`src/rtl/core/ffpa_pkg.sv`:
```
// ---------------------------------------------------------------------------
// ffpa_pkg
// Shared types, sizes and codes for the first-fit partition allocator.
// ---------------------------------------------------------------------------
package ffpa_pkg;

  localparam int MAX_PARTITIONS = 16;
  localparam int SIZE_BITS      = 16;

  // Widths fixed by the item fields
  localparam int MODE_W  = 2;
  localparam int REQ_W   = 16;
  localparam int STAT_W  = 3;
  localparam int PIDX_W  = 4;
  localparam int WASTE_W = 20;
  localparam int FREE_W  = 20;
  localparam int TOTAL_W = 21;

  // Derived sizes
  localparam int IDX_W   = (MAX_PARTITIONS > 1) ? $clog2(MAX_PARTITIONS) : 1;
  localparam int CNT_W   = $clog2(MAX_PARTITIONS + 1);
  localparam int SUM_RAW = SIZE_BITS + CNT_W;
  localparam int SUM_W   = (SUM_RAW > TOTAL_W) ? SUM_RAW : TOTAL_W;

  localparam logic [MODE_W-1:0] MODE_ADD    = 2'd0;
  localparam logic [MODE_W-1:0] MODE_ALLOC  = 2'd1;
  localparam logic [MODE_W-1:0] MODE_REPORT = 2'd2;

  typedef enum logic [STAT_W-1:0] {
    ST_PLACED = 3'd0,
    ST_NOFIT  = 3'd1,
    ST_ADDED  = 3'd2,
    ST_FULL   = 3'd3,
    ST_ZERO   = 3'd4,
    ST_REPORT = 3'd5
  } status_t;

  // Request bundle from the sequencer to the partition table
  typedef struct packed {
    logic                 wr_en;
    logic [IDX_W-1:0]     wr_addr;
    logic [SIZE_BITS-1:0] wr_size;
    logic                 rd_en;
    logic [IDX_W-1:0]     rd_addr;
    logic                 use_en;
    logic [IDX_W-1:0]     use_addr;
  } tbl_req_t;

  // Low SIZE_BITS bits of the request, zero-extended where SIZE_BITS is wider
  function automatic logic [SIZE_BITS-1:0] trim_size(input logic [REQ_W-1:0] req);
    logic [31:0] ext;
    ext = 32'(req);
    return ext[SIZE_BITS-1:0];
  endfunction

  // Partition index folded into the result field width
  function automatic logic [PIDX_W-1:0] to_pidx(input logic [IDX_W-1:0] idx);
    logic [31:0] ext;
    ext = 32'(idx);
    return ext[PIDX_W-1:0];
  endfunction

endpackage

```
`src/rtl/core/ffpa_table.sv`:
```
// ---------------------------------------------------------------------------
// ffpa_table
// Partition size memory (registered read) plus per-entry used flags.
// ---------------------------------------------------------------------------
module ffpa_table (
  input  logic                           clk,
  input  logic                           rst_n,
  input  ffpa_pkg::tbl_req_t             req,
  output logic [ffpa_pkg::SIZE_BITS-1:0] rd_size,
  output logic                           rd_used
);

  logic [ffpa_pkg::SIZE_BITS-1:0]      size_mem [ffpa_pkg::MAX_PARTITIONS];
  logic [ffpa_pkg::SIZE_BITS-1:0]      rd_size_r;
  logic                                rd_used_r;
  logic [ffpa_pkg::MAX_PARTITIONS-1:0] used_r;

  // sizes: no reset, only entries below the fill count are ever read
  always_ff @(posedge clk) begin
    if (req.wr_en) begin
      size_mem[req.wr_addr] <= req.wr_size;
    end
    if (req.rd_en) begin
      rd_size_r <= size_mem[req.rd_addr];
      rd_used_r <= used_r[req.rd_addr];
    end
  end

  always_ff @(posedge clk) begin
    if (!rst_n) begin
      used_r <= '0;
    end else begin
      if (req.wr_en) begin
        used_r[req.wr_addr] <= 1'b0;
      end
      if (req.use_en) begin
        used_r[req.use_addr] <= 1'b1;
      end
    end
  end

  assign rd_size = rd_size_r;
  assign rd_used = rd_used_r;

endmodule

```
`src/rtl/core/first_fit_partition_allocator.sv`:
```
// ---------------------------------------------------------------------------
// first_fit_partition_allocator
// Fixed-partition table with first-fit job placement and running totals.
// ---------------------------------------------------------------------------
// One item in, one result out. An add item appends a partition; an allocate
// item scans the table in order of addition and places the job in the first
// free partition that is large enough; a report item just returns totals.
// Every result carries wastage, free and combined totals. An allocate
// scans the N partitions in the table (16 at most) with one size read
// and one compare per cycle through a single subtractor; each entry is
// compared in the cycle after its registered memory read. in_ready is
// high only while the sequencer is idle; a finished result sits in the
// output register and the next item is still taken while it waits. No
// clearing pass after reset.
// ---------------------------------------------------------------------------
module first_fit_partition_allocator (
  input  logic                         clk,
  input  logic                         rst_n,
  input  logic                         in_valid,
  output logic                         in_ready,
  input  logic [ffpa_pkg::MODE_W-1:0]  in_mode,
  input  logic [ffpa_pkg::REQ_W-1:0]   in_request_size,
  output logic                         out_valid,
  input  logic                         out_ready,
  output logic [ffpa_pkg::STAT_W-1:0]  out_status,
  output logic [ffpa_pkg::PIDX_W-1:0]  out_partition_index,
  output logic [ffpa_pkg::WASTE_W-1:0] out_wastage_total,
  output logic [ffpa_pkg::FREE_W-1:0]  out_free_total,
  output logic [ffpa_pkg::TOTAL_W-1:0] out_combined_total
);

  // Sequencer states, one-hot
  typedef enum logic [4:0] {
    S_IDLE     = 5'b00001,
    S_DISPATCH = 5'b00010,
    S_SCAN     = 5'b00100,
    S_COMMIT   = 5'b01000,
    S_DONE     = 5'b10000
  } state_t;

  state_t state_r, state_nxt;

  // Captured item
  logic [ffpa_pkg::MODE_W-1:0]    mode_r;
  logic [ffpa_pkg::SIZE_BITS-1:0] req_r;

  // Architectural state
  logic [ffpa_pkg::CNT_W-1:0] count_r, count_nxt;
  logic [ffpa_pkg::SUM_W-1:0] wastage_r, wastage_nxt;
  logic [ffpa_pkg::SUM_W-1:0] free_r, free_nxt;

  // Scan pipeline
  logic [ffpa_pkg::CNT_W-1:0]     issue_cnt_r, issue_cnt_nxt;
  logic [ffpa_pkg::CNT_W-1:0]     data_cnt_r, data_cnt_nxt;
  logic                           data_vld_r, data_vld_nxt;
  logic [ffpa_pkg::IDX_W-1:0]     hit_idx_r, hit_idx_nxt;
  logic [ffpa_pkg::SIZE_BITS-1:0] hit_size_r, hit_size_nxt;
  logic [ffpa_pkg::SIZE_BITS-1:0] hit_diff_r, hit_diff_nxt;

  // Pending result of the current item
  ffpa_pkg::status_t          res_status_r, res_status_nxt;
  logic [ffpa_pkg::IDX_W-1:0] res_idx_r, res_idx_nxt;

  // Output register
  logic                          out_valid_r;
  logic [ffpa_pkg::STAT_W-1:0]   out_status_r;
  logic [ffpa_pkg::PIDX_W-1:0]   out_pidx_r;
  logic [ffpa_pkg::WASTE_W-1:0]  out_waste_r;
  logic [ffpa_pkg::FREE_W-1:0]   out_free_r;
  logic [ffpa_pkg::TOTAL_W-1:0]  out_total_r;

  ffpa_pkg::tbl_req_t             tbl_req;
  logic [ffpa_pkg::SIZE_BITS-1:0] rd_size;
  logic                           rd_used;

  logic                           in_acc;
  logic                           out_free_slot;
  logic                           issue_vld;
  logic [ffpa_pkg::SIZE_BITS:0]   diff;       // shared subtractor, MSB is borrow
  logic                           hit;
  logic                           last;
  logic                           req_zero;
  logic                           tbl_full;
  logic [ffpa_pkg::SUM_W-1:0]     sum_all;

  assign in_ready      = (state_r == S_IDLE);
  assign in_acc        = in_valid && in_ready;
  assign out_free_slot = !out_valid_r || out_ready;

  assign req_zero  = (req_r == '0);
  assign tbl_full  = (count_r == ffpa_pkg::CNT_W'(ffpa_pkg::MAX_PARTITIONS));
  assign issue_vld = (issue_cnt_r < count_r);

  // size read last cycle minus job size; no borrow means it fits
  assign diff = {1'b0, rd_size} - {1'b0, req_r};
  assign hit  = data_vld_r && !rd_used && !diff[ffpa_pkg::SIZE_BITS];
  assign last = data_vld_r && ((data_cnt_r + ffpa_pkg::CNT_W'(1)) == count_r);

  assign sum_all = wastage_r + free_r;

  ffpa_table u_table (
    .clk     (clk),
    .rst_n   (rst_n),
    .req     (tbl_req),
    .rd_size (rd_size),
    .rd_used (rd_used)
  );

  always_comb begin
    state_nxt      = state_r;
    count_nxt      = count_r;
    wastage_nxt    = wastage_r;
    free_nxt       = free_r;
    issue_cnt_nxt  = issue_cnt_r;
    data_cnt_nxt   = data_cnt_r;
    data_vld_nxt   = 1'b0;
    hit_idx_nxt    = hit_idx_r;
    hit_size_nxt   = hit_size_r;
    hit_diff_nxt   = hit_diff_r;
    res_status_nxt = res_status_r;
    res_idx_nxt    = res_idx_r;

    tbl_req          = '0;
    tbl_req.wr_addr  = count_r[ffpa_pkg::IDX_W-1:0];
    tbl_req.wr_size  = req_r;
    tbl_req.rd_addr  = issue_cnt_r[ffpa_pkg::IDX_W-1:0];
    tbl_req.use_addr = hit_idx_r;

    unique case (state_r)
      S_IDLE: begin
        if (in_acc) begin
          state_nxt = S_DISPATCH;
        end
      end

      S_DISPATCH: begin
        res_idx_nxt = '0;
        state_nxt   = S_DONE;
        case (mode_r)
          ffpa_pkg::MODE_ADD: begin
            if (req_zero) begin
              res_status_nxt = ffpa_pkg::ST_ZERO;
            end else if (tbl_full) begin
              res_status_nxt = ffpa_pkg::ST_FULL;
            end else begin
              tbl_req.wr_en  = 1'b1;
              count_nxt      = count_r + ffpa_pkg::CNT_W'(1);
              free_nxt       = free_r + ffpa_pkg::SUM_W'(req_r);
              res_status_nxt = ffpa_pkg::ST_ADDED;
              res_idx_nxt    = count_r[ffpa_pkg::IDX_W-1:0];
            end
          end
          ffpa_pkg::MODE_ALLOC: begin
            if (req_zero) begin
              res_status_nxt = ffpa_pkg::ST_ZERO;
            end else if (count_r == '0) begin
              res_status_nxt = ffpa_pkg::ST_NOFIT;
            end else begin
              issue_cnt_nxt = '0;
              state_nxt     = S_SCAN;
            end
          end
          default: begin
            // report, and the unused mode code behaves the same
            res_status_nxt = ffpa_pkg::ST_REPORT;
          end
        endcase
      end

      S_SCAN: begin
        // read entry k while comparing entry k-1
        tbl_req.rd_en = issue_vld;
        if (issue_vld) begin
          issue_cnt_nxt = issue_cnt_r + ffpa_pkg::CNT_W'(1);
        end
        data_vld_nxt = issue_vld;
        data_cnt_nxt = issue_cnt_r;
        if (hit) begin
          hit_idx_nxt  = data_cnt_r[ffpa_pkg::IDX_W-1:0];
          hit_size_nxt = rd_size;
          hit_diff_nxt = diff[ffpa_pkg::SIZE_BITS-1:0];
          data_vld_nxt = 1'b0;
          state_nxt    = S_COMMIT;
        end else if (last) begin
          res_status_nxt = ffpa_pkg::ST_NOFIT;
          res_idx_nxt    = '0;
          data_vld_nxt   = 1'b0;
          state_nxt      = S_DONE;
        end
      end

      S_COMMIT: begin
        tbl_req.use_en = 1'b1;
        wastage_nxt    = wastage_r + ffpa_pkg::SUM_W'(hit_diff_r);
        free_nxt       = free_r - ffpa_pkg::SUM_W'(hit_size_r);
        res_status_nxt = ffpa_pkg::ST_PLACED;
        res_idx_nxt    = hit_idx_r;
        state_nxt      = S_DONE;
      end

      S_DONE: begin
        if (out_free_slot) begin
          state_nxt = S_IDLE;
        end
      end

      default: begin
        state_nxt = S_IDLE;
      end
    endcase
  end

  // control state
  always_ff @(posedge clk) begin
    if (!rst_n) begin
      state_r     <= S_IDLE;
      count_r     <= '0;
      wastage_r   <= '0;
      free_r      <= '0;
      data_vld_r  <= 1'b0;
      out_valid_r <= 1'b0;
    end else begin
      state_r    <= state_nxt;
      count_r    <= count_nxt;
      wastage_r  <= wastage_nxt;
      free_r     <= free_nxt;
      data_vld_r <= data_vld_nxt;
      if (state_r == S_DONE && out_free_slot) begin
        out_valid_r <= 1'b1;
      end else if (out_ready) begin
        out_valid_r <= 1'b0;
      end
    end
  end

  // payload, no reset
  always_ff @(posedge clk) begin
    if (in_acc) begin
      mode_r <= in_mode;
      req_r  <= ffpa_pkg::trim_size(in_request_size);
    end
    issue_cnt_r  <= issue_cnt_nxt;
    data_cnt_r   <= data_cnt_nxt;
    hit_idx_r    <= hit_idx_nxt;
    hit_size_r   <= hit_size_nxt;
    hit_diff_r   <= hit_diff_nxt;
    res_status_r <= res_status_nxt;
    res_idx_r    <= res_idx_nxt;
    if (state_r == S_DONE && out_free_slot) begin
      out_status_r <= res_status_r;
      out_pidx_r   <= ffpa_pkg::to_pidx(res_idx_r);
      out_waste_r  <= wastage_r[ffpa_pkg::WASTE_W-1:0];
      out_free_r   <= free_r[ffpa_pkg::FREE_W-1:0];
      out_total_r  <= sum_all[ffpa_pkg::TOTAL_W-1:0];
    end
  end

  assign out_valid           = out_valid_r;
  assign out_status          = out_status_r;
  assign out_partition_index = out_pidx_r;
  assign out_wastage_total   = out_waste_r;
  assign out_free_total      = out_free_r;
  assign out_combined_total  = out_total_r;

  // ------------------------------------------------------------------------
  // Assertions
  // ------------------------------------------------------------------------
  a_count_bound: assert property (@(posedge clk) disable iff (!rst_n)
    count_r <= ffpa_pkg::CNT_W'(ffpa_pkg::MAX_PARTITIONS))
    else $error("partition count beyond table size");

  a_hit_commits: assert property (@(posedge clk) disable iff (!rst_n)
    (state_r == S_SCAN && hit) |=> (state_r == S_COMMIT))
    else $error("scan hit did not commit");

  a_accept_dispatch: assert property (@(posedge clk) disable iff (!rst_n)
    in_acc |=> (state_r == S_DISPATCH))
    else $error("accepted item not dispatched");

  a_scan_in_range: assert property (@(posedge clk) disable iff (!rst_n)
    (state_r == S_SCAN && data_vld_r) |-> (data_cnt_r < count_r))
    else $error("scan compared an entry beyond the fill count");

endmodule

```
`config.mk`:
```
export PLATFORM = sky130hd
export DESIGN_NAME = first_fit_partition_allocator
export DESIGN_NICKNAME = d
export VERILOG_FILES = /design/src/rtl/core/ffpa_pkg.sv /design/src/rtl/core/ffpa_table.sv /design/src/rtl/core/first_fit_partition_allocator.sv
export SDC_FILE = /design/constraint.sdc
export NUM_CORES = 1
export LEC_CHECK = 0
export BUFFER_PORTS_ARGS = -buffer_cell sky130_fd_sc_hd__buf_2
export CAP_MARGIN = 20
export CORE_MARGIN = 2
export CORE_UTILIZATION = 62
export CTS_CLUSTER_SIZE = 40
export DETAILED_ROUTE_END_ITERATION = 10
export PLACE_DENSITY = 0.78
export SYNTH_ARGS = -nofsm -noshare
export SYNTH_HDL_FRONTEND = slang
export SYNTH_SLANG_ARGS = --single-unit
```
`constraint.sdc`:
```
create_clock -name clk -period 6.1 [get_ports clk]
set_input_delay 0 -clock clk [delete_from_list [all_inputs] [get_ports clk]]
set_output_delay 0 -clock clk [all_outputs]
set_load 0.01 [all_outputs]
```
After elaboration in Yosys (flattened, before gate mapping) --
Memory sizes are Yosys's and may differ from the RTL's. A register that Yosys moved wholly into a read port is not among the register bits. Cells that the tools add are included.
Word-level totals: register bits after elaboration 210, bits in writable memories 256, bits of input ports 22, output and inout bits 70, logic and storage cells 140, memories 1
Operators by class: $add $sub $neg 8, $lt $le $gt $ge 6, equality and inequality tests 20, mux-type cells 50, bitwise operators 7, reductions and logical operators 26
Memories:
- u_table.size_mem | depth 16, width 16, rd ports 1, clocked after Yosys merged registers in 1, write ports 1, RTL line ffpa_table.sv:13 | logic [ffpa_pkg::SIZE_BITS-1:0] size_mem [ffpa_pkg::MAX_PARTITIONS];
Operator list (count):
- 2-to-1 mux 21 bit | 3
- 2-to-1 mux 5 bit | 11
- 2-to-1 mux 16 bit | 3
- adder 21 x 16 -> 21 bit | 2
- case mux 21 bit (2 select lines) | 1
- case mux 5 bit (5 select lines) | 1
- adder 21 bit | 1
- subtractor 21 x 16 -> 21 bit | 1
- 2-to-1 mux 4 bit | 5
- subtractor 16 x 16 -> 17 bit | 1
- bitwise AND 16 bit | 1
- zero test 16 bit | 1
- != test 2 bit, second input constant | 8
- inverter 16 bit | 1
- OR 16 bit | 1
- adder 5 x 1 -> 5 bit, second input constant | 3
- < comparator 4 x 5 -> 1 bit, second input constant | 3
- 2-to-1 mux 3 bit | 5
- 2-to-1 mux 1 bit | 14
- case mux 4 bit (3 select lines) | 1
- AND reduction 4 bit | 3
- == test 5 bit, second input constant | 2
- case mux 5 bit (2 select lines) | 1
- case mux 3 bit (3 select lines) | 1
- other kinds (26) | 43

Depth between registers and ports, before layout --
Gate-level depths: netlist (run 1).
depth after elaboration 10, depth in mapped cells 16, mapped depth without buffers 16

Hierarchy --
From an unflattened synthesis (run 1), not the netlist that was laid out.
Unflattened totals: cells, all modules 1501, area, all modules 21519.4 µm²
Modules (own cells, without submodules):
- ffpa_table | times used 1, cells each 524, area each 11076.9 µm², sequential area each 8518.2 µm²
- first_fit_partition_allocator | times used 1, cells each 977, area each 10442.5 µm², sequential area each 5255.0 µm²

Worst setup path before layout (run 1) --
No wires, ideal clock.
path kind reg-to-reg, start point register req_r[0] (netlist name), end point register res_idx_r[0] (netlist name) (enable), library setup time 0.392 ns, arrival 4.567 ns, required time 5.708 ns, path slack 1.141 ns, cell stages (with the launch flop) 10, path buffers 0, period minus slack after synthesis 4.959 ns, cells stage by stage edfxtp_1 -> ha_1 -> fa_1 -> nand2b_1 -> a21boi_0 -> o21ai_0 -> a2111oi_2 -> o21ai_0 -> a21oi_1 -> nor2_1
On the way: cells in the longest elaborated chain, start to end 5
RTL lines:
- start, declared | RTL line first_fit_partition_allocator.sv:45 | logic [ffpa_pkg::SIZE_BITS-1:0] req_r;
- start signal, assigned | RTL line first_fit_partition_allocator.sv:240 | req_r <= ffpa_pkg::trim_size(in_request_size);
- subtractor 16 x 16 -> 17 bit | RTL line first_fit_partition_allocator.sv:95 | assign diff = {1'b0, rd_size} - {1'b0, req_r};
- zero test 1 bit | RTL line first_fit_partition_allocator.sv:96 | assign hit = data_vld_r && !rd_used && !diff[ffpa_pkg::SIZE_BITS];
- logical AND 1 bit | RTL line first_fit_partition_allocator.sv:96
- != test 2 bit (no line)
- AND reduction 3 bit (no line)
- end signal, assigned | RTL line first_fit_partition_allocator.sv:248 | res_idx_r <= res_idx_nxt;
- end, declared | RTL line first_fit_partition_allocator.sv:62 | logic [ffpa_pkg::IDX_W-1:0] res_idx_r, res_idx_nxt;
No other way between the ends. A chain may end at the register's enable or synchronous reset.

Worst setup path in the final report (run 1) --
start point register req_r[2] (netlist name), end point register free_r[20] (netlist name)
On the way: cells in the longest elaborated chain, start to end 5, elaborated cells between the ends (all ways) 8, those cells by class add/sub (1); eq/ne (1); mux (4); reduce/logical (2)
RTL lines:
- adder 21 x 16 -> 21 bit | RTL line first_fit_partition_allocator.sv:148 | free_nxt = free_r + ffpa_pkg::SUM_W'(req_r);
- 2-to-1 mux 21 bit | RTL line first_fit_partition_allocator.sv:143 | end else if (tbl_full) begin
- 2-to-1 mux 21 bit | RTL line first_fit_partition_allocator.sv:141 | if (req_zero) begin
- 2-to-1 mux 21 bit | RTL line first_fit_partition_allocator.sv:139 | case (mode_r)
- case mux 21 bit (2 select lines) | RTL line first_fit_partition_allocator.sv:129 | unique case (state_r)
- end signal, assigned | RTL line first_fit_partition_allocator.sv:226 | free_r <= free_nxt;
- end, declared | RTL line first_fit_partition_allocator.sv:50 | logic [ffpa_pkg::SUM_W-1:0] free_r, free_nxt;
Several ways; a longest one is shown, not always the timed one. The select of a mux whose other input is x is not followed.

==> metrics, run 1 <==
run status=finished, final reports clean; Antenna diodes=0; most frequent cells in the layout=412 x edfxtp_1, 98 x nand2_1, 91 x buf_2; clock latency at the later pin of the worst-skew pair=~0.57 ns; max capacitance violation total=0; Yosys reg bits=slightly below 500; register area share after synthesis=0.635; Max-slew headroom=0.258; # port buffers=between 90 and 100; total track usage=0.270; WHS=slightly above 0.06 ns; vias per cell=between 6 and 7; Inserted Clock Buffers=between 40 and 50; H-tree lvl count=2; r2r endpoint=free_r[20]; crit-path max FO=21; Final Wtd Congestion=about 0.96; Clock Skews=0.0163 ns; Hold Path Depth=2; Finished Cell Area=around 25000 µm²; final core occ=0.712; Clock Tree Root=clkbuf_16; nets@finish=1740; distinct cell type count after synthesis=75; die height=between 150 and 200 µm; internal power=5.41 mW; CP startpoint kind=register; Die X=roughly 190 µm; VDD IR-drop max=roughly 250 µV; first-pass GRT wire length=between 70000 and 80000 µm; CTS tree=done; number of detailed-route iterations in the first pass=6; reg2reg start=req_r[2]; Psw=about 1.4 mW; Worst-path clk slew=about 0.060 ns; RSZ-0062 raised after global routing=no; Synthesized Nets=between 1500 and 2000; crit path capture type=register; reg2reg setup slack=1.88 ns; worst slew pin tran=about 1.1 ns; CTS Buffer Depth=3; Fillers=2224; DR vias=between 10000 and 15000; Avg Inst Size Synth=about 14 µm²; WL/cell=approximately 23 µm; Sw Share=0.208; DP Worst Slack=between 1.5 and 2 ns; Worst Reg-to-Reg Cells=15; Tcrit/Tclk final=0.692; min Tclk post-route=about 4.2 ns; Syn Std Cell Area=21700 µm²; IO Pins=~90; total wire length=a little under 50000 µm; Hold Path Class=in -> reg; final setup fails=0; power share of the clock group=0.435; post-route DRC violation count=0; DP Area=22700 µm²; site row count=68; 1st-iter DRT viols=between 1000 and 1500; Layout Area Growth over Synthesis=13.1%; min-delay src=rst_n; area of the core=34500 µm²; register share of total power=0.534; final slew viol count=0; Die ar.=roughly 37000 µm²; antenna violations before repair=0; asr flop ratio synth=0; ANT nets after route=0; synth warn=0; CP Class=reg -> reg; worst endpoint required time=between 6 and 7 ns; share of post-route cells with drive strength above 1=0.174; grt total ovfl=0; Worst EP arrival=around 4.7 ns; Main synth FF type=edfxtp_1; final worst slack=between 1.5 and 2 ns; cts repair resizes=0; largest net degree at the start of global routing=71; PwrDens=between 200 and 300 nW/µm²; Pleak=8.92 nW; Hold EP=free_r[7]; Initial Util=0.630; part of the power in combinational logic=0.031; DP HPWL=30700 µm; setup TNS=0 ns; Synth Instances=between 1000 and 1500; Final Hold Fails=0; vias in the first global route=13100; number of enable flip-flop cells after synthesis=412; Max Freq=roughly 240 MHz; commonest non-fill, non-tap cell in the layout=edfxtp_1; Sink Count=482
Yosys cell counts, drive strengths merged, types with 8 or more instances:
library cell	count	area share
nand4	8	0.0030
xor2	21	0.0085
inv	67	0.012
a21o	18	0.0062
nor2	69	0.012
o21a	15	0.0052
and3	17	0.0049
nand2b	19	0.0055
ha	83	0.048
clkbuf	33	0.0057
nor3	20	0.0051
or3	10	0.0029
o31ai	11	0.0044
o21ai	80	0.018
nand3	45	0.010
a21boi	20	0.0069
edfxtp	412	0.57
a21oi	64	0.015
buf	18	0.0048
xnor2	50	0.020
and2	12	0.0035
nand2	98	0.017
mux4	85	0.088
a31oi	10	0.0029
nor2b	28	0.0081
dfxtp	70	0.065
o211ai	11	0.0038
registers in the layout, summed over array words and instances (netlist names), 3 cells and up:
| register | count |
|---|---|
| u_table.used_r | 16 |
| out_status | 3 |
| count_r | 5 |
| free_r | 21 |
| out_wastage_total | 20 |
| issue_cnt_r | 5 |
| out_partition_index | 4 |
| state_r | 5 |
| out_free_total | 20 |
| hit_diff_r | 16 |
| req_r | 16 |
| data_cnt_r | 5 |
| res_idx_r | 4 |
| u_table.size_mem | 256 |
| res_status_r | 3 |
| wastage_r | 21 |
| hit_idx_r | 4 |
| u_table.rd_size | 16 |
| out_combined_total | 21 |
| hit_size_r | 16 |
worst max path at each step:
| stage | start | to | slack [ns] | cells past startpoint |
|---|---|---|---|---|
| 6_report | req_r[2] | free_r[20] | 1.88 | 15 |
| 5_1_grt | req_r[2] | free_r[20] | 1.48 | 15 |
| 4_1_cts | req_r[2] | free_r[17] | 1.94 | 13 |
| 3_5_place_dp | req_r[2] | free_r[20] | 1.97 | 15 |
| 3_3_place_gp | req_r[2] | free_r[17] | 2.12 | 13 |
| 2_1_floorplan | req_r[0] | res_idx_r[0] | 1.14 | 9 |
worst max-delay path, cell delays in order (launching register included):
cell and delay (ns):
edfxtp_1 0.68, or4_1 0.70, nor4_2 0.36, nand3_1 0.25, nor2_1 0.18, xnor2_1 0.08
nand2_1 0.06, o21ai_0 0.10, ha_1 0.39, nand2_1 0.06, o21ai_0 0.39, o21a_1 0.17
o31a_1 0.20, o21ai_0 0.13, mux2i_1 0.21, mux2i_1 0.19
per-layer routing:
metal	global-route usage	routed length [µm]	vias up
li1	-	-	6049
met1	0.361	19000	6553
met2	0.457	23900	645
met3	0.0373	3790	109
met4	0.0973	1640	0
met5	0	0	-
cells by family (layout without fill, tap and decap cells):
family,after synthesis,in the layout,share of synthesized area
AO/OA/AOI/OAI,291,291,0.0873
XOR/XNOR,71,71,0.0287
adder cells (fa/ha/maj),87,87,0.0516
buffers and inverters,118,290,0.0221
flip-flops,482,482,0.635
multiplexers,92,92,0.0915
AND/OR/NAND/NOR,357,357,0.0839
final cells by class:
cell class | instances | area, µm² | area share
multi-input cells | 898 | 7460 | 0.304
clock buffers | 58 | 1290 | 0.0526
clock inverters | 31 | 308 | 0.0125
inverters | 67 | 251 | 0.0103
repair buffers | 134 | 880 | 0.0359
flip-flops and latches | 482 | 13800 | 0.561
well taps | 455 | 569 | 0.0232
per-stage QoR:
stage                     std cells  power, mW
final                          2125       6.83
after floorplan                1498       3.83
after global routing           2125       7.03
after detailed placement       2014       3.91
after CTS                      2123       6.87
after global placement         2012       3.90
power by group through the flow:
stage	combinational (mW)	sequential, mW	clock (mW)
after global placement	0.190	3.71	0
after detailed placement	0.196	3.72	0
after CTS	0.208	3.65	3.01
after floorplan	0.137	3.70	0
after global routing	0.232	3.65	3.14
final	0.210	3.65	2.97
repair_timing:
item	in CTS	in global routing
setup buffers	0	0
hold endpoints to repair	22	0
hold buffers	20	0
(Power assumes the default switching activity.)
==> run 2, diff against run 1 <==
ABC_AREA = 1   (was unset)
CORE_UTILIZATION = 56   (was 62)
PLACE_DENSITY = 0.74   (was 0.78)
clock period = 3.85 ns   (was 6.1 ns; I/O delays follow)
==> metrics, run 2 <==
Synth Instances=between 2000 and 2500; CTS tree=done; number of enable flip-flop cells after synthesis=412; CP Class=reg -> reg; distinct cell type count after synthesis=44; Clock Tree Root=clkbuf_16; DP HPWL=approximately 38000 µm; ANT nets after route=0; first-pass GRT wire length=about 88000 µm; run status=finished, final reports clean; Hold Path Depth=2; Layout Area Growth over Synthesis=13.5%; WHS=~0.1 ns; DR vias=approximately 16000; Critical Path Max Stage Delay=roughly 0.71 ns; IO Pins=a little over 90; slowest CP cell=edfxtp_1; total wire length=56800 µm; Final Hold Fails=0; Synth area leaders=edfxtp_1 55%, dfxtp_1 6.3%, nor2_1 5.2%; number of detailed-route iterations in the first pass=8; clock latency at the later pin of the worst-skew pair=roughly 0.62 ns; reg2reg start=req_r[5]; Tcrit/Tclk final=0.911; r2r endpoint=free_r[19]; max capacitance violation total=0; Synthesized Nets=around 2200; Pleak=roughly 10 nW; register area share after synthesis=0.616; Inserted Clock Buffers=49; final setup fails=0; Final Wtd Congestion=a little over 0.9; top cells by count, synth=412 x edfxtp_1, 311 x nor2_1, 295 x nand2_1; die height=204 µm; max FFs per register=approximately 260; antenna violations before repair=0; VDD IR-drop max=419 µV; Avg Inst Size Synth=about 11 µm²; total track usage=0.276; post-route DRC violation count=0; commonest non-fill, non-tap cell in the layout=edfxtp_1; Hold Path Class=in -> reg; DP Area=roughly 24000 µm²; top cell type's share of synthesized area=0.553; final slew viol count=0; CP startpoint=req_r[5]; cts repair resizes=0; WL/cell=just over 20 µm; Max-slew headroom=0.310; worst slew pin tran=1.03 ns; H-tree lvl count=2; grt total ovfl=0; Die ar.=between 40000 and 50000 µm²; CP cell instances=inv_1 > nand4_1 > nor2_1 > nand4_1 > o21ai_0 > a21oi_1 > a21oi_1 > ha_1 > nand2_1 > inv_1 > nand3_1 > nor3_1 > nand3_1 > nand4_1 > nand3_1 > nand2_1 > inv_1; Worst setup endpoint=free_r[19]; 1st-iter DRT viols=1579; Main synth FF type=edfxtp_1; most frequent cells in the layout=412 x edfxtp_1, 309 x nor2_1, 295 x nand2_1; vias per cell=between 5 and 6; crit-path max FO=19; Syn Std Cell Area=22400 µm²; Fillers=roughly 3100; vias in the first global route=between 15000 and 20000; RSZ-0062 raised after global routing=no; cell taking the most area after synthesis=edfxtp_1; Post-CTS Setup Bufs=0; Die X=204 µm; Most flops, register=u_table.size_mem; Sink Count=482; CP startpoint kind=register; synth warn=0; nets@finish=between 2000 and 2500; share of post-route cells with drive strength above 1=0.0989; Antenna diodes=0; CTS Buffer Depth=3; crit path capture type=register; largest net degree at the start of global routing=approximately 140; min Tclk post-route=3.51 ns; asr flop ratio synth=0; Max Freq=approximately 290 MHz; site row count=73; PwrDens=433 nW/µm²; count leader, synth=edfxtp_1; setup TNS=0 ns; # port buffers=approximately 90; Worst Reg-to-Reg Cells=17; Clock Skews=~0.025 ns; Worst EP arrival=4.02 ns; reg2reg setup slack=~0.34 ns; Yosys reg bits=482; area of the core=approximately 40000 µm²; Initial Util=0.565; Worst-path clk slew=0.07 ns; Finished Cell Area=25400 µm²; worst endpoint required time=4.36 ns
run 2: layout make-up:
type	instances	area, µm²	share of cell area
Inverter	162	609	0.0240
Timing Repair Buffer	152	1030	0.0404
Tap cell	525	657	0.0259
Sequential cell	482	13800	0.543
Clock buffer	60	1300	0.0511
Clock inverter	32	317	0.0125
Multi-Input combinational cell	1386	7690	0.303
run 2: worst min-delay path by stage:
stage	from	end	slack (ns)
4_1_cts	in_mode[1]	mode_r[1]	0.07
2_1_floorplan	in_mode[0]	mode_r[0]	0.1
6_report	in_mode[0]	mode_r[0]	0.1
3_3_place_gp	in_mode[0]	mode_r[0]	0.18
3_5_place_dp	in_request_size[13]	req_r[13]	0.18
5_1_grt	in_request_size[10]	req_r[10]	0.1
run 2: timing repair:
| action | in CTS | in global routing |
|---|---|---|
| hold endpoints to repair | 49 | 0 |
| endpoints found under the setup margin | 0 | 0 |
| hold buffers | 22 | 0 |
run 2: logic make-up (layout without fill, tap and decap cells):
kind of cell	Yosys count	in the layout	synth area share
AOI/OAI and AO/OA	425	425	0.111
and+or+nand+nor	786	786	0.146
muxes	28	28	0.0125
DFF	482	482	0.616
buffers and inverters	231	406	0.0401
adders and majority gates	87	87	0.0500
xor gates and xnor gates	60	60	0.0235
run 2: report_power, final:
part	internal, mW	total (mW)	switching [mW]
clock network	2.70	4.74	2.04
logic	0.169	0.489	0.319
registers	5.70	5.77	0.0626
run 2: per-layer routing:
layer | up-vias | part of all wire | track usage
met2 | 666 | 0.48 | 0.455
met1 | 7870 | 0.42 | 0.376
met3 | 113 | 0.073 | 0.0360
met4 | 0 | 0.028 | 0.104
met5 | - | 0 | 0
li1 | 7747 | - | -
run 2: worst max-delay path: cells and delay by family (launching register included):
kind | cells | cell delay [ns]
adders and majority gates | 1 | 0.21
AOI/OAI and AO/OA | 3 | 0.67
and+or+nand+nor | 10 | 1.45
buffers and inverters | 3 | 0.36
DFF | 1 | 0.71
run 2: per-stage QoR:
stage          utilization  setup slack, ns  std cells  power, mW
6_report             0.642            0.342       2799       11.0
5_1_grt              0.642           0.0883       2799       11.3
4_1_cts              0.642            0.429       2799       11.1
3_5_place_dp         0.595            0.454       2685       6.34
3_3_place_gp         0.595            0.497       2684       6.32
2_1_floorplan            -            0.628       2099       6.16
==> run 3, diff against run 2 <==
CORE_UTILIZATION = 30   (was 56)
PLACE_DENSITY = 0.44   (was 0.74)
==> metrics, run 3 (synthesis results as in run 2) <==
run status=finished, final reports clean; reg2reg start=req_r[0]; Top Family by Delay on Critical Path=simple AND/OR/NAND/NOR gates; CP cell instances=buf_4 > inv_1 > ha_1 > nand2_2 > nor2_4 > inv_1 > nor2_1 > nor2_1 > o21ai_0 > o21ai_0 > ha_1 > nand2_1 > o21ai_0 > a21oi_1 > nand3_1 > nand3_1 > nand2_1 > inv_1; WL/cell=20.9 µm; Tcrit/Tclk final=0.891; uppermost routed layer=met4; commonest non-fill, non-tap cell in the layout=edfxtp_1; max capacitance violation total=0; crit-path max FO=18; CP Class=reg -> reg; FF+latch area=about 14000 µm²; grt total ovfl=0; clock latency at the later pin of the worst-skew pair=approximately 0.64 ns; Fillers=7452; Sink Count=482; part of the power in combinational logic=0.050; power share of the clock group=0.445; share of post-route cells with drive strength above 1=0.112; internal power=a little under 9 mW; Detail Route met2 WL=32400 µm; Pleak=10.1 nW; vias per cell=between 5 and 6; Inserted Clock Buffers=54; Met3 Routed Length=approximately 4000 µm; Max Freq=between 200 and 300 MHz; largest net degree at the start of global routing=around 140; Final Wtd Congestion=approximately 0.89; max FFs per register=about 260; CTS tree=done; post-route DRC violation count=0; Layout Area Growth over Synthesis=17.1%; DR vias=approximately 16000; final core occ=0.353; vias in the first global route=~16000; Most flops, register=u_table.size_mem; final slew viol count=0; Worst path depth=18; Critical Path Max Stage Delay=roughly 0.42 ns; Antenna diodes=0; # port buffers=~90; Worst EP arrival=slightly below 4 ns; ANT nets after route=0; setup TNS=0 ns; DP HPWL=approximately 47000 µm; crit path capture type=register; IO Pins=slightly above 90; Post-CTS Setup Bufs=0; number of detailed-route iterations in the first pass=5; site row count=100; antenna violations before repair=7; CTS Buffer Depth=3; first-pass GRT wire length=102000 µm; Hold Path Class=in -> reg; H-tree lvl count=2; CP startpoint kind=register; Worst Reg-to-Reg Cells=18; min Tclk post-route=3.43 ns; Worst setup endpoint=free_r[17]; RSZ-0062 raised after global routing=no; Hold Path Depth=2; Die ar.=between 70000 and 80000 µm²; PwrDens=434 nW/µm²; worst endpoint required time=approximately 4.3 ns; Clock Skews=roughly 0.053 ns; reg2reg setup slack=0.42 ns; Clock Tree Root=clkbuf_16; nets@finish=~2400; DP Worst Slack=about 0.48 ns; slowest CP cell=ha_1; Sw Share=0.234; Final Hold Fails=0; Psw=~2.7 mW; Max-slew headroom=0.429; multi-input logic area=7710 µm²; CP Buf/Inv Count=4; r2r endpoint=free_r[17]; 1st-iter DRT viols=between 1000 and 1500; area of the core=roughly 74000 µm²; cts hold-fix bufs=21; die height=between 200 and 300 µm; most frequent cells in the layout=412 x edfxtp_1, 304 x nor2_1, 295 x nand2_1; register share of total power=0.505; Initial Util=0.302; total wire length=between 60000 and 70000 µm; total track usage=0.177; Worst-path clk slew=roughly 0.060 ns; CP startpoint=req_r[0]; Die X=277 µm; final worst slack=0.421 ns; worst slew pin tran=around 0.86 ns; final setup fails=0; M1 WL=30100 µm; VDD IR-drop max=about 330 µV; cts repair resizes=0
[run 3: cell type report]
class,count,area share
clock buffers,62,0.0531
clock inverters,40,0.0136
inverters,162,0.0233
well taps,969,0.0463
multi-input cells,1386,0.294
flip-flops and latches,482,0.526
repair buffers,169,0.0432
[run 3: power by group through the flow]
stage / clock (mW) / sequential (mW) / combinational [mW]
after floorplan: 0 / 5.86 / 0.301
after global placement: 0 / 5.85 / 0.544
after detailed placement: 0 / 5.85 / 0.547
after CTS: 5.20 / 5.74 / 0.566
after global routing: 5.40 / 5.74 / 0.623
final: 5.06 / 5.74 / 0.563
[run 3: per-stage QoR]
step	instance area, µm²	instances	hold WS, ns	total power, mW
final	26200	3270	0.0684	11.4
after global routing	26200	3270	0.0465	11.8
after CTS	26200	3270	0.0236	11.5
after detailed placement	24200	3147	0.179	6.40
after global placement	24200	3147	0.181	6.39
after floorplan	22400	2099	0.0989	6.16
[run 3: how the worst min path moves through the flow]
stage / startpoint / to
detailed placement: in_request_size[14] / req_r[14]
global placement: in_request_size[14] / req_r[14]
finish: in_request_size[15] / req_r[15]
floorplan: in_mode[0] / mode_r[0]
global route: in_request_size[13] / req_r[13]
CTS: in_request_size[14] / req_r[14]
[run 3: layer usage]
metal | vias to the layer above | GRT usage
met3 | 100 | 0.0337
li1 | 7813 | -
met2 | 440 | 0.295
met4 | 0 | 0.0566
met5 | - | 0
met1 | 8027 | 0.231
[run 3: worst register-to-register path: stages (launching register included)]
cell and delay [ns]:
edfxtp_1 0.38, buf_4 0.21, inv_1 0.16, ha_1 0.25, nand2_2 0.11, nor2_4 0.20, inv_1 0.08, nor2_1 0.20
nor2_1 0.06, o21ai_0 0.14, o21ai_0 0.16, ha_1 0.42, nand2_1 0.16, o21ai_0 0.30, a21oi_1 0.14, nand3_1 0.11
nand3_1 0.08, nand2_1 0.09, inv_1 0.03
